==> src/sv/blake2b_ram.sv <==
// Generic single-write, single-read RAM with registered read data.
module blake2b_ram #(
  parameter int unsigned WIDTH = 64,
  parameter int unsigned DEPTH = 16
) (
  input  logic                     clk,
  input  logic                     we,
  input  logic [$clog2(DEPTH)-1:0] waddr,
  input  logic [WIDTH-1:0]         wdata,
  input  logic [$clog2(DEPTH)-1:0] raddr,
  output logic [WIDTH-1:0]         rdata
);

  logic [WIDTH-1:0] mem [DEPTH];

  always_ff @(posedge clk) begin
    if (we) begin
      mem[waddr] <= wdata;
    end
    rdata <= mem[raddr];
  end

endmodule

==> config.mk <==
export PLATFORM = sky130hd
export DESIGN_NAME = blake2b_ram
export DESIGN_NICKNAME = d
export VERILOG_FILES = /design/src/sv/blake2b_ram.sv
export SDC_FILE = /design/constraint.sdc
export NUM_CORES = 1
export LEC_CHECK = 0
export ABC_AREA = 1
export ABC_CLOCK_PERIOD_IN_PS = 4200
export BUFFER_PORTS_ARGS = -buffer_cell sky130_fd_sc_hd__buf_2
export CAP_MARGIN = 0
export CORE_MARGIN = 2
export CORE_UTILIZATION = 34
export DETAILED_ROUTE_END_ITERATION = 6
export PLACE_DENSITY = 0.55
export SYNTH_ARGS = -nofsm -noshare
export SYNTH_HDL_FRONTEND = slang
export SYNTH_SLANG_ARGS = --single-unit
==> constraint.sdc <==
create_clock -name clk -period 4.2 [get_ports clk]
set_input_delay 0.42 -clock clk [delete_from_list [all_inputs] [get_ports clk]]
set_output_delay 0.42 -clock clk [all_outputs]
set_load 0.005 [all_outputs]
==> metrics, run 1 <==
clock sinks=1088; Pwr per Cell Area=459 mW/mm²; Setup crit start kind=input pin; Mean Syn Cell Area=10.8 µm²; CTS tree=done; peak supply drop=0.347 mV; Synth area leader=edfxtp_1; DP HPWL=58700 µm; CP max-delay cell=nor2_4; initial antenna violation count=10; Max Fclk=0.517 GHz; RSZ-0062 raised after global routing=false; Fin Setup TNS=0 ns; Worst Tran Pin Value=1.09 ns; TritonRoute pass-1 iters=5; wire per inst=19.0 µm; Clock Skew=0.0305 ns; worst-path maximum fanout=36; Synth area leaders=edfxtp_1, nand2_1, nand3_1; Post-Syn Area=0.0453 mm²; total gr overflow=0; Finish-stage setup viols=0; Arr. time, crit path=2.31 ns; GRT Overall Usage=17.0%; top-area cell type share of the netlist area=67.9%; Final nets=4377; Placer Congestion=0.725; sequential fraction of the synthesis area=70.7%; Initial Util=34.4%; Die Height=369 µm; Placed Cells=5944; Post-CTS Setup Repair Bufs=0; Post-Syn Nets=4284; layout cells sized above 1=8.48%; Chip Width=369 µm; most frequent cells in the layout=nand2_1, edfxtp_1, inv_1, nand3_1, buf_2; CTS max path bufs=3; area grow syn2layout=13.6%; Synth warnings=0; flop2flop setup slack=3.01 ns; WP buf/inv=2; clock root buffer=clkbuf_16; Crit Path Category=input pin to flip-flop; total CTS buffers=112; final critical-path share of the clock period=46.1%; post-synthesis register bit count=1088; Placement Rows=133; crit path time final=1.93 ns; distinct cell type count after synthesis=15; slowest stage delay, CP=0.93 ns; status=finished, final reports clean; CTS H-Tree Depth=3; max-slew violations=0; leakage=21.6 nW; R2R cell count=6; Slew HR=27.3%; crit path capture type=flip-flop; reg2reg end=rdata[46]$_DFF_P_; Clk pin slew, worst setup/hold paths=0.06 ns; Finished Core Util=39.0%; via count=28700; commonest non-fill, non-tap cell in the layout=nand2_1; delay-heaviest family, CP=simple AND/OR/NAND/NOR gates; Layout Cells excl Fill=6159; Fin. Hold Viols=0; Final ANT Viol Nets=0; Via density=4.66; Skew-Pair Late Insertion Delay=0.73 ns; CTS resizes=0; port bufs=137; worst hold path endpoint=mem[15][6]$_DFFE_PP_; HP Start=wdata[6]; Hold Crit Class=input pin to flip-flop; DR DRC count=0; Iteration-0 DRC Markers=2522; hold_buf cts=0; Die ar.=0.136 mm²; Cells after Synth=4210; reg2reg start=mem[1][46]$_DFFE_PP_; vias in the first global route=27500; WP data required=4.57 ns; crit-path cells=buf_2 -> nand3b_1 -> nor2_4 -> buf_12; core area=0.132 mm²; final wirelength=117000 µm; WHS Path Cells=1; Ports=138; max_cap viols=0; first-pass GRT wire length=175000 µm; largest net degree at the start of global routing=257
-- worst max-delay path by stage --
stage,slack (ns),endpoint,cells past startpoint,startpoint
after floorplan,0.40,mem[10][0]$_DFFE_PP_,2,waddr[2]
after CTS,2.33,mem[11][55]$_DFFE_PP_,4,waddr[2]
after detailed placement,1.56,mem[11][54]$_DFFE_PP_,4,waddr[2]
after global placement,1.62,rdata[38]$_DFF_P_,7,raddr[1]
after global routing,2.19,rdata[35]$_DFF_P_,7,raddr[1]
final,2.27,mem[11][53]$_DFFE_PP_,4,waddr[2]
-- cell type report --
cell class                 count  area (µm²)
sequential                  1088       32000
clock buffer                 158        3140
timing repair buffer         190        1430
inverter                     774        2950
tap                         1755        2200
fill                       12700       80400
clock inverter                54         571
multi-input combinational   2137        9110
antenna                        3        7.51
-- through the flow --
step                total power (W)  setup slack, ns  hold WS [ns]  instance area, µm²
CTS                          0.0238             2.33       0.00989               51400
detailed placement           0.0139             1.56         0.642               47700
floorplan                    0.0133            0.401         0.519               45300
global route                 0.0244             2.19        0.0325               51400
global placement             0.0138             1.62         0.625               47700
finish                       0.0236             2.27        0.0687               51400
-- report_power, final --
group / switching (W) / total [W] / leakage, nW / internal, W
sequential: 0.0000907 / 0.0122 / 9.79 / 0.0121
clock: 0.00422 / 0.0100 / 1.80 / 0.00577
combinational: 0.000997 / 0.00137 / 9.98 / 0.000378
total: 0.00531 / 0.0236 / 21.6 / 0.0183
-- registers in the layout, indices dropped and copies added, names as in the netlist --
signal	cells
mem	1024
rdata	64
-- worst reg2reg max path: stages, from the launching register on --
cell      delay (ns)
edfxtp_1        0.36
inv_1           0.06
nand2_1         0.04
nand3_1         0.12
nand3_1         0.09
nand3_1         0.24
nand2_1         0.15
-- synthesized netlist by cell type --
library cell,count
buf_1,11
buf_2,116
buf_4,16
buf_6,46
buf_8,1
clkbuf_1,21
dfxtp_1,64
edfxtp_1,1024
inv_1,771
inv_2,2
inv_6,1
nand2_1,1349
nand3_1,769
nand3b_1,2
nor2_1,17
-- cells by family (layout without fill, tap and decap cells) --
family	after synthesis	count (layout)	synth area share (%)
DFF	1088	1088	70.7
and+or+nand+nor	2137	2137	19.9
other	0	3	0
buffers and inverters	985	1176	9.42
-- metal layers --
layer	GRT usage [%]	up-vias	share of wire, %
li1	-	13800	-
met1	24.2	14000	46
met2	27.1	698	46
met3	3.19	159	6.0
met4	3.65	10	1.8
met5	0	-	0.055
No activity file was read; power rests on OpenSTA's default activity.
==> inputs of run 2 (changes only) <==
- ABC_CLOCK_PERIOD_IN_PS: 4200 -> 1780
- clock period: 4.2 -> 1.78 ns (I/O delays scaled with it)
==> metrics, run 2 (same netlist as run 1, synthesis figures left out) <==
status=finished, final reports clean; Placed Cells=6034 (+1.5%); switching share of power=22.6% (+0.082 points); clock sinks=1088 (unchanged); Initial Util=34.4% (unchanged); Worst Tran Pin Value=0.560 ns (-0.531 ns); sequential cell area=0.0320 mm² (unchanged); WP data required=2.15 ns (-2.42 ns); multi-input logic area=0.00913 mm² (+0.16%); Crit Path Category=input pin to flip-flop; area grow syn2layout=18.3%; commonest non-fill, non-tap cell in the layout=nand2_1; CTS resizes=0 (unchanged); Setup crit start kind=input pin; clock share of power=42.5% (about the same); DP HPWL=69700 µm (+19%); CP max-delay cell=dlygate4sd3_1; crit path time final=1.56 ns; WP buf/inv=3 (+1); met3 WL post-DR=6460 µm (-8.0%); Max Fclk=0.641 GHz; core area=0.132 mm² (unchanged); Top reg by flops=mem; Top Layer Used=met5; CTS H-Tree Depth=3 (unchanged); sequential power share=50.9% (-0.9 points); most frequent cells in the layout=nand2_1, edfxtp_1, inv_1, nand3_1, buf_2; NetSw=0.0128 W (+140%); delay-heaviest family, CP=buffers and inverters; Layout Cells excl Fill=6320 (+2.6%); final critical-path share of the clock period=87.6%; GRT Overall Usage=17.3% (+0.22 points); clock root buffer=clkbuf_16; hold_buf cts=68 (+68); RSZ-0062 raised after global routing=false; Clk pin slew, worst setup/hold paths=0.06 ns (about the same); Ports=138 (unchanged); crit path capture type=flip-flop; total gr overflow=0 (unchanged); Pwr Total=0.0566 W (+140%); Arr. time, crit path=1.93 ns (-0.38 ns); Iteration-0 DRC Markers=2315 (-8.2%); final wirelength=118000 µm (+1.1%); met2 wire len=55600 µm (+3.3%); Finish-stage setup viols=0 (unchanged); Gate power share=6.7% (+0.9 points); Die ar.=0.136 mm² (unchanged); Final nets=4536 (+3.6%); first-pass GRT wire length=178000 µm (+1.8%); flop2flop setup slack=0.63 ns (-2.38 ns); via count=29300 (+2.2%); Clock Skew=0.0350 ns (+0.00446 ns); slowest stage delay, CP=0.53 ns (-0.40 ns); max reg flops=1024 (unchanged); CTS tree=done; Pint=0.0438 W (+140%); vias in the first global route=28200 (+2.5%); DR DRC count=0 (unchanged); largest net degree at the start of global routing=85 (-67%); TritonRoute pass-1 iters=5 (unchanged); worst-path maximum fanout=41 (+14%); design area=0.0536 mm² (+4.1%); layout cells sized above 1=10.3% (+1.8 points); max_cap viols=0 (unchanged); initial antenna violation count=4 (-6); met1 WL=53300 µm (-1.1%); Post-Place Cell Area=0.0491 mm² (+2.8%); Placer Congestion=0.781 (+7.6%); biggest regs=mem x1024, rdata x64; Via density=4.64 (-0.40%); Fin. Hold Viols=0 (unchanged); CTS max path bufs=3 (unchanged); wire per inst=18.7 µm (-1.4%); port bufs=137 (unchanged); crit-path cells=dlygate4sd3_1 -> buf_2 -> nand3b_1 -> nor2_4 -> buf_12; max-slew violations=0 (unchanged); Die Height=369 µm (unchanged); leakage=22.6 nW (+4.7%); Pwr per Cell Area=1060 mW/mm² (+130%); Slew HR=62.6% (+35 points); peak supply drop=0.837 mV (+140%); Filler cells=12600 (-0.41%); Hold Crit Class=input pin to flip-flop; Final ANT Viol Nets=0 (unchanged); Skew-Pair Late Insertion Delay=0.74 ns (about the same); Placement Rows=133 (unchanged); total CTS buffers=113 (+0.89%); Chip Width=369 µm (unchanged); Post-CTS Setup Repair Bufs=0 (unchanged)
==> run 2: cell count changes in the layout (fill, tap and decap cells not counted), sizes merged <==
| cell | previous run | this run |
|---|---|---|
| buf | 190 | 280 |
| dlygate4sd3 | 0 | 68 |
| clkinv | 36 | 42 |
| clkinvlp | 5 | 0 |
| bufinv | 9 | 11 |
==> run 2: final cells by class <==
class | count | share of cell area [%]
Clock inverter | 57 | 1.20
Sequential cell | 1088 | 59.8
Inverter | 774 | 5.48
Timing Repair Buffer | 348 | 6.46
Multi-Input combinational cell | 2137 | 17.0
Antenna cell | 3 | 0.0140
Clock buffer | 158 | 5.90
Tap cell | 1755 | 4.10
==> run 2: worst register-to-register path: stages, from the launching register on <==
cell      delay [ns]
edfxtp_1        0.36
inv_1           0.06
nand2_1         0.05
nand3_1         0.10
nand3_1         0.09
nand3_1         0.24
nand2_1         0.14
==> run 2: path summary, 6_finish.rpt <==
check | depth (start not counted) | start | endpoint
worst min register to register | 6 | mem[10][26]$_DFFE_PP_ | rdata[26]$_DFF_P_
worst max-delay path | 5 | we | mem[10][45]$_DFFE_PP_
worst min-delay path | 4 | waddr[3] | mem[1][25]$_DFFE_PP_
worst max register to register | 6 | mem[0][40]$_DFFE_PP_ | rdata[40]$_DFF_P_
==> run 2: stage by stage <==
step	TNS [ns]	hold slack, ns	util, %	setup slack, ns
2_1_floorplan	-156.73	0.277	-	-0.208
3_3_place_gp	-1.90	0.555	37.2	-0.0328
3_5_place_dp	-2.00	0.556	37.2	-0.0381
4_1_cts	0	0.00411	40.6	0.174
5_1_grt	0	0.0154	40.6	0.178
6_report	0	0.0571	40.6	0.221
==> run 2: power groups by stage <==
stage / sequential (W) / combinational, W / clock [W]
2_1_floorplan: 0.0293 / 0.00195 / 0
3_3_place_gp: 0.0294 / 0.00369 / 0
3_5_place_dp: 0.0294 / 0.00371 / 0
4_1_cts: 0.0288 / 0.00385 / 0.0246
5_1_grt: 0.0289 / 0.00419 / 0.0255
6_report: 0.0288 / 0.00377 / 0.0241
==> run 2: routing by layer <==
metal  vias up  global-route usage [%]
met3       172                    2.96
met4         6                    4.88
li1      14100                       -
met1     14300                    24.1
met5         -                       0
met2       759                    27.6
