===== config.mk =====
export PLATFORM = sky130hd
export DESIGN_NAME = blake2b_g_unit
export DESIGN_NICKNAME = d
export VERILOG_FILES = /design/src/sv/blake2b_pkg.sv /design/src/sv/blake2b_g_unit.sv
export SDC_FILE = /design/constraint.sdc
export NUM_CORES = 1
export LEC_CHECK = 0
export BUFFER_PORTS_ARGS = -buffer_cell sky130_fd_sc_hd__buf_2
export CORE_AREA = 3 3 222 224
export DETAILED_ROUTE_END_ITERATION = 7
export DIE_AREA = 0 0 225 227
export PLACE_DENSITY = 0.59
export SLEW_MARGIN = 10
export SYNTH_ARGS = -nofsm -noshare
export SYNTH_HDL_FRONTEND = slang
export SYNTH_SLANG_ARGS = --single-unit

===== constraint.sdc =====
create_clock -name vclk -period 10.2
set_input_delay 1.02 -clock vclk [all_inputs]
set_output_delay 1.02 -clock vclk [all_outputs]
set_load 0.02 [all_outputs]

===== src/sv/blake2b_pkg.sv =====
// Shared types, constants and message schedule for the BLAKE2b compression block.
package blake2b_pkg;

  typedef enum logic [1:0] {
    ACT_LOAD_CHAIN = 2'd0,
    ACT_LOAD_MSG   = 2'd1,
    ACT_COMPRESS   = 2'd2
  } action_t;

  typedef enum logic [1:0] {
    ST_IDLE,
    ST_RUN,
    ST_FINISH,
    ST_OUT
  } state_t;

  typedef struct packed {
    logic [1:0]  action;
    logic [3:0]  index;
    logic [63:0] word;
    logic [63:0] counter_low;
    logic [63:0] counter_high;
    logic        final_block;
    logic        last_node;
  } blk_req_t;

  typedef struct packed {
    logic [63:0] hash_word;
    logic [2:0]  word_index;
    logic        last;
  } blk_res_t;

  // One column of the work vector as seen by the mixing unit.
  typedef struct packed {
    logic [63:0] a;
    logic [63:0] b;
    logic [63:0] c;
    logic [63:0] d;
  } g_quad_t;

  localparam int unsigned Rounds   = 12;
  localparam int unsigned MsgDepth = 16;

  localparam logic [63:0] IV [8] = '{
    64'h6a09e667f3bcc908, 64'hbb67ae8584caa73b,
    64'h3c6ef372fe94f82b, 64'ha54ff53a5f1d36f1,
    64'h510e527fade682d1, 64'h9b05688c2b3e6c1f,
    64'h1f83d9abfb41bd6b, 64'h5be0cd19137e2179
  };

  // Message schedule per round; nibble i of a row is the message index of slot i.
  localparam logic [63:0] SIGMA_ROWS [Rounds] = '{
    64'hFEDCBA9876543210, 64'h357B20C16DF984AE,
    64'h491763EADF250C8B, 64'h8F04A562EBCD1397,
    64'hD386CB1EFA427509, 64'h91EF57D438B0A6C2,
    64'hB8293670A4DEF15C, 64'hA2684F05931CE7BD,
    64'h5A417D2C803B9EF6, 64'h0DC3E9BF5167482A,
    64'hFEDCBA9876543210, 64'h357B20C16DF984AE
  };

endpackage


===== src/sv/blake2b_g_unit.sv =====
// Shared mixing unit: one quarter of a G function per cycle, one adder and one rotator.
module blake2b_g_unit (
  input  logic [1:0]          phase,
  input  blake2b_pkg::g_quad_t quad_in,
  input  logic [63:0]         msg_word,
  output blake2b_pkg::g_quad_t quad_out
);
  import blake2b_pkg::*;

  logic [63:0] op_x;
  logic [63:0] op_y;
  logic [63:0] op_m;
  logic [63:0] sum;
  logic [63:0] mixed;
  logic [63:0] rotated;

  // Even phases update a then d with a message word, odd phases update c then b.
  assign op_x  = phase[0] ? quad_in.c : quad_in.a;
  assign op_y  = phase[0] ? quad_in.d : quad_in.b;
  assign op_m  = phase[0] ? 64'd0 : msg_word;
  assign sum   = op_x + op_y + op_m;
  assign mixed = (phase[0] ? quad_in.b : quad_in.d) ^ sum;

  always_comb begin
    case (phase)
      2'd0:    rotated = {mixed[31:0], mixed[63:32]};
      2'd1:    rotated = {mixed[23:0], mixed[63:24]};
      2'd2:    rotated = {mixed[15:0], mixed[63:16]};
      default: rotated = {mixed[62:0], mixed[63]};
    endcase
  end

  always_comb begin
    quad_out = quad_in;
    if (phase[0]) begin
      quad_out.c = sum;
      quad_out.b = rotated;
    end else begin
      quad_out.a = sum;
      quad_out.d = rotated;
    end
  end

endmodule


==> results.md, run 1 <==
* Area Growth Syn to Fin at 24.3%
* Initial Util at 0.286
* RSZ-0062 raised after global routing: no
* IO Count at 578
* Final hold slack at 2.36 ns
* Required time worst endpoint at 9.18 ns
* Die Area at 51100 sq um
* Tcrit/Tclk final at 0.826
* Relative slew slack at 0.202
* Measured slew at the worst slew-check pin at 1.19 ns
* Setup TNS at 0 ns
* DPL Wire Length at 83100 um
* DR WL/cell at 32.1 um
* Failing checks: DRC
* Post-CTS setup buffer count at 0
* Syn Inst Count at 1900
* Initial antenna violation count at 11
* Hold_buf cts at 0
* Clkbuf count at 0
* Slew Viols, Final at 0
* Seq Cell Count at 0
* Routed WL at 96000 um
* Commonest non-fill, non-tap cell in the layout: buf_2
* Die height at 227 um
* CP Launch Point: phase[0]
* HP Class: primary input to output port
* Vias per inst at 5.91
* First-pass GRT wire length at 130000 um
* Total GRT Usage at 0.355
* Compound-Gate Fraction of Synth Area at 0.256
* Post-cts resize count at 0
* Final Util at 0.355
* Post-layout min period at 8.43 ns
* Synth Area in Simple Gates at 0.238
* Dpl ws at 2.03 ns
* Max-Cap Viols at 0
* FMAX at 119 MHz
* Final worst slack at 1.77 ns
* Port Buffer Count at 578
* Chip width at 225 um
* Antenna viol nets, final at 0
* Worst-path fanout max at 88
* Worst EP arrival at 7.41 ns
* Post-synthesis cell type count at 91
* Synth warn at 0
* Fin nets at 2813
* Vias in the first global route at 17200
* Commonest cells after routing, fill and taps aside: buf_2 (576), nand2_1 (356), o21ai_0 (166)
* Largest net degree at the start of global routing at 123
* Routability congestion estimate at 1.04
* Synth Area in Adders at 0.151
* Row Count at 80
* Syn Std Cell Area at 13600 sq um
* Register area share after synthesis at 0
* Register area at 0 sq um
* DR iter-0 viols at 1901
* Endpoint class of the critical path: output port
* Mapped Nets at 2348
* Crit path kind: primary input to output port
* Final Setup Violations at 0
* Mux share of post-synthesis cell area at 0.149
* Xor/xnor share of the synthesized area at 0.149
* Drt first pass iters at 8
* Status: complete, but fails checks
* Final routed DRC violation total at 6
* Syn Area/Cell at 7.15 sq um
* Critical hold path startpoint: quad_in[235]
* Area of the core at 47500 sq um
* Crit start category: primary input
* Vias at 17600
* Layout cell share with drive strength beyond 1 at 0.336
* Hold Fails Final Rpt at 0
* Grt ovf at 0
* Main combinational cell family by area after synthesis: compound AO/OA/AOI/OAI gates
==> cells by family after synthesis <==
kind of cell	count (synthesis)
simple gates	692
compound gates	539
xor+xnor	173
mux	183
buf+inv	187
fa+ha+maj	126
==> routing by layer <==
| layer | vias to the layer above | global-route usage | share of wire |
|---|---|---|---|
| li1 | 7752 | - | - |
| met1 | 8633 | 0.462 | 0.40 |
| met2 | 1078 | 0.593 | 0.46 |
| met3 | 162 | 0.0551 | 0.088 |
| met4 | 10 | 0.139 | 0.047 |
| met5 | - | 0 | 0.00066 |
==> final timing paths <==
check / endpoint / slack (ns) / cells after the start
worst max-delay path: quad_out[6] / 1.77 / 17
worst min-delay path: quad_out[235] / 2.36 / 4
==> final cells by class <==
cell class | count | area (sq um)
fillers | 5218 | 30700
repair buffers | 601 | 3090
well taps | 615 | 769
diodes | 7 | 17.5
inverters | 49 | 190
multi-input cells | 1713 | 12800
==> stage by stage <==
| step | cell area, sq um | instances |
|---|---|---|
| 2_1_floorplan | 13600 | 1900 |
| 3_3_place_gp | 16900 | 2978 |
| 3_5_place_dp | 16900 | 2978 |
| 4_1_cts | 16900 | 2978 |
| 5_1_grt | 16900 | 2979 |
| 6_report | 16900 | 2985 |
==> synth_stat cells (all sizes together), types with 10 or more instances <==
master	n	share of area
nand3	32	0.012
nor2b	68	0.031
xnor3	30	0.050
nor2	90	0.025
and4	16	0.010
o21bai	13	0.0072
xor2	42	0.028
o31ai	19	0.012
inv	47	0.013
a21boi	13	0.0077
ha	62	0.057
or3	15	0.0069
a21oi	135	0.050
xnor2	96	0.063
o21ai	171	0.064
a22o	10	0.0064
nor3	30	0.012
a31oi	15	0.0069
fa	64	0.094
and3	11	0.0051
or2	10	0.0046
a21o	26	0.014
nand2	356	0.098
and2	15	0.0070
o21a	18	0.010
o221ai	23	0.015
mux2i	34	0.025
nand4	25	0.012
clkbuf	91	0.025
buf	47	0.018
o211ai	18	0.011
mux2	149	0.12
==> worst max-delay path, cell delays in order <==
cell and delay [ns]:
buf_8 0.21, inv_6 0.54, buf_4 0.53, nand2_1 0.14, o21ai_0 0.16, fa_1 0.48, ha_1 0.45, a21oi_1 0.37
o21ai_0 0.35, nor3_1 0.36, nand3_1 0.25, and2_1 0.26, xnor2_1 0.49, xor2_1 0.70, o21ai_0 0.23, o21ai_0 0.38
buf_2 0.24
==> run 2, diff against run 1 <==
CORE_AREA = 3 3 224 226   (was 3 3 222 224)
DIE_AREA = 0 0 227 229   (was 0 0 225 227)
clock period = 8.5 ns   (was 10.2 ns; I/O delays follow)
==> run 2 against run 1 <==
First-iteration DRC count decreased by 11%. Non-clock buffer count up 23. Global-route usage is 0.78 points lower. The run now ends clean. Sequential cell count did not move. Setup slack got worse by 1.0 ns. Wire length shrank 0.51%. Largest cell class unchanged. Count of clock-buffer cells in the layout did not move.
==> results.md, run 2 (synthesis gave the netlist of run 1 again) <==
* Final Setup Violations at 0
* Commonest non-fill, non-tap cell in the layout: buf_2
* Post-layout min period at 7.75 ns
* Measured slew at the worst slew-check pin at 1.19 ns
* Vias per inst at 5.84
* Post-CTS setup buffer count at 0
* Final routed DRC violation total at 0
* Chip width at 227 um
* First-pass GRT wire length at 129000 um
* Port Buffer Count at 578
* Tcrit/Tclk final at 0.912
* Drt first pass iters at 6
* Required time worst endpoint at 7.65 ns
* Row Count at 81
* Hold path cells at 4
* IO Count at 578
* Register area at 0 sq um
* Initial antenna violation count at 14
* Clkbuf count at 0
* Worst Hold Endpoint: quad_out[213]
* Area Growth Syn to Fin at 25.9%
* Hold_buf cts at 0
* Initial Util at 0.280
* Routed WL at 95500 um
* Crit path kind: primary input to output port
* Relative slew slack at 0.198
* Grt ovf at 0
* DR iter-0 viols at 1693
* Status: finished clean
* Antenna viol nets, final at 0
* Max-Cap Viols at 0
* DPL Wire Length at 83500 um
* Layout cell share with drive strength beyond 1 at 0.342
* Routability congestion estimate at 1.03
* Fin nets at 2836
* Worst-path fanout max at 99
* Endpoint class of the critical path: output port
* Die Area at 52000 sq um
* Dpl ws at 0.989 ns
* Post-cts resize count at 0
* Final worst slack at 0.748 ns
* Vias in the first global route at 17000
* DR WL/cell at 31.7 um
* Vias at 17600
* Commonest cells after routing, fill and taps aside: buf_2 (576), nand2_1 (356), o21ai_0 (166)
* Largest net degree at the start of global routing at 102
* Worst EP arrival at 6.90 ns
* RSZ-0062 raised after global routing: no
* Critical hold path startpoint: quad_in[213]
* Crit start category: primary input
* Total GRT Usage at 0.347
* Setup TNS at 0 ns
* HP Class: primary input to output port
* FMAX at 129 MHz
* Slew Viols, Final at 0
* Die height at 229 um
* Area of the core at 48500 sq um
* Seq Cell Count at 0
* Hold Fails Final Rpt at 0
==> run 2: changes by cell type in the layout (fill, tap and decap cells not counted) <==
cell and delta:
inv_2 +1, xnor2_1 +1, buf_4 +20, clkinv_2 -1, xnor2_2 -1, buf_12 +3
==> run 2: cell type report <==
cell class,count,area [sq um]
Timing Repair Buffer,624,3300
Inverter,49,189
Antenna cell,7,17.5
Fill cell,5319,31400
Multi-Input combinational cell,1713,12800
Tap cell,622,778
==> run 2: through the flow <==
step	cell area [sq um]	hold WS (ns)	std cells	utilization
global placement	17100	2.02	3008	0.352
floorplan	13600	1.85	1900	-
CTS	17100	2.02	3008	0.352
detailed placement	17100	2.02	3008	0.352
finish	17100	2.02	3015	0.352
global route	17100	2.04	3008	0.352
==> run 2: how the worst max path moves through the flow <==
stage	to	depth (start not counted)	slack, ns	from
finish	quad_out[16]	15	0.75	phase[0]
detailed placement	quad_out[16]	15	0.99	phase[0]
global placement	quad_out[16]	15	0.92	phase[0]
floorplan	quad_out[180]	21	1.63	phase[0]
CTS	quad_out[16]	15	0.95	phase[0]
global route	quad_out[152]	15	0.71	phase[0]
==> run 2: critical path: stages <==
cell and delay [ns]:
buf_8 0.45, buf_4 0.49, mux2_2 0.40, fa_1 0.37
ha_1 0.59, a21oi_1 0.23, o21ai_0 0.59, a41o_1 0.31
a21o_1 0.23, o21ai_4 0.13, o21bai_1 0.19, xor2_1 0.83
xnor2_1 0.27, a21boi_0 0.56, buf_2 0.28
==> run 2: metal layers <==
| layer | wire [um] | part of all wire | GRT usage | vias up |
|---|---|---|---|---|
| met5 | 96 | 0.0010 | 0 | - |
| met4 | 4150 | 0.043 | 0.118 | 14 |
| met3 | 7170 | 0.075 | 0.0529 | 170 |
| met2 | 44600 | 0.47 | 0.584 | 970 |
| met1 | 39500 | 0.41 | 0.452 | 8648 |
| li1 | - | - | - | 7819 |
==> run 3, diff against run 2 <==
==> constraint.sdc (replaced) <==
create_clock -name vclk -period 8.5
set_input_delay 1.275 -clock vclk [all_inputs]
set_output_delay 1.275 -clock vclk [all_outputs]
set_load 0.02 [all_outputs]
==> run 3 against run 2 <==
Global-route usage is 0.40 points lower. Critical path depth is 2 higher. Count of clock-buffer cells in the layout stayed put. First-iteration DRC count is 5.5% lower. Sequential share of layout area stayed put. Worst hold slack better by 0.85 ns. Die area stayed put. Final area is 2.3% higher.
==> results.md, run 3 (synthesis gave the netlist of run 1 again) <==
* Clkbuf count at 0
* Post-cts resize count at 0
* Slowest cell on the critical path: xnor2_1
* Critical hold path startpoint: quad_in[245]
* Fin nets at 2889
* Power per cell area at 261 nW/um^2
* RSZ-0062 raised after global routing: no
* Final routed DRC violation total at 0
* Post-CTS setup buffer count at 0
* Chip width at 227 um
* Area of the core at 48500 sq um
* P_leak at 8.46 nW
* Endpoint class of the critical path: output port
* Vias at 17400
* Routed WL at 93700 um
* Slew Viols, Final at 0
* Worst EP arrival at 6.91 ns
* Routability congestion estimate at 1.03
* Measured slew at the worst slew-check pin at 1.21 ns
* Drt first pass iters at 5
* Status: finished clean
* Most used routing layer: met2
* Initial Util at 0.280
* Area Growth Syn to Fin at 28.8%
* Multi-input logic area at 12800 sq um
* Relative slew slack at 0.186
* FMAX at 122 MHz
* Row Count at 81
* HP Class: primary input to output port
* Register area at 0 sq um
* Grt ovf at 0
* VDD IR max at 102 uV
* Layout cell share with drive strength beyond 1 at 0.357
* Hold path cells at 4
* First-pass GRT wire length at 128000 um
* Final worst slack at 0.318 ns
* Post-layout min period at 8.18 ns
* Hold_buf cts at 0
* Total GRT Usage at 0.343
* CP dominant cell by count: o21ai_0
* Seq Cell Count at 0
* DR WL/cell at 30.6 um
* Crit start category: primary input
* Commonest non-fill, non-tap cell in the layout: buf_2
* Port Buffer Count at 578
* Met2 Use GR at 0.577
* Required time worst endpoint at 7.22 ns
* Dpl ws at 0.509 ns
* Setup TNS at 0 ns
* Hold Fails Final Rpt at 0
* Tcrit/Tclk final at 0.963
* Largest net degree at the start of global routing at 71
* Die height at 229 um
* DR iter-0 viols at 1600
* Max-Cap Viols at 0
* Crit path kind: primary input to output port
* Worst-path fanout max at 70
* Vias in the first global route at 17300
* Worst Hold Endpoint: quad_out[245]
* CP Cell Sequence: buf_8 > buf_12 > buf_4 > nand2_1 > o21ai_0 > fa_1 > ha_1 > nand2_1 > o21ai_0 > a21oi_1 > o21ai_0 > a211oi_1 > a221oi_1 > nand3b_1 > xnor2_1 > o221ai_1 > buf_2
* Commonest cells after routing, fill and taps aside: buf_2 (576), nand2_1 (356), o21ai_0 (166)
* Vias per inst at 5.68
* IO Count at 578
* Initial antenna violation count at 9
* Final Setup Violations at 0
* DPL Wire Length at 82700 um
* Fill cells at 5324
* Antenna viol nets, final at 0
* Slowest Stage Delay on Critical Path at 0.92 ns
* Die Area at 52000 sq um
* Met1 usage at 0.461
* Met3 Use GR at 0.0333
[run 3: cell types whose count changed in the layout (fill, tap and decap cells not counted)]
| cell | delta |
|---|---|
| buf_4 | +52 |
| diode_2 | -4 |
| buf_12 | +1 |
[run 3: how the worst max path moves through the flow]
stage                  start       endpoint
finish              phase[0]  quad_out[167]
global route        phase[0]  quad_out[167]
CTS                 phase[0]  quad_out[167]
detailed placement  phase[0]  quad_out[167]
global placement    phase[0]  quad_out[167]
floorplan           phase[0]  quad_out[180]
[run 3: worst max-delay path, delay by kind of cell]
kind | cells | cell delay (ns)
xor gates and xnor gates | 1 | 0.92
and+or+nand+nor | 3 | 0.60
AOI/OAI and AO/OA | 7 | 1.71
buffers and inverters | 4 | 1.29
adders and majority gates | 2 | 1.04
[run 3: area by class of cell]
class              instances  share of cell area
multi-input cells       1713               0.732
repair buffers           677               0.212
well taps                622              0.0445
inverters                 49              0.0108
diodes                     3            0.000429
[run 3: where the power goes]
part / internal [mW] / switching (mW)
Combinational: 1.55 / 3.01
Sequential: 0 / 0
Clock: 0.0000000473 / 0
Total: 1.55 / 3.01
[run 3: routing by layer]
layer  part of all wire  vias to the layer above
li1                   -                     7905
met1               0.43                     8525
met2               0.47                      850
met3              0.063                      110
met4              0.040                        4
met5            0.00029                        -
[run 3: metrics by stage]
step	cell area (sq um)	hold slack, ns	instances	util	total power [mW]
final	17500	2.87	3064	0.361	4.56
after CTS	17500	2.87	3061	0.360	4.49
after detailed placement	17500	2.87	3061	0.360	4.47
after global placement	17500	2.87	3061	0.360	4.48
after global routing	17500	2.90	3061	0.360	4.74
after floorplan	13600	2.70	1900	-	2.52
Note: power is estimated with default switching activity, not from simulation.
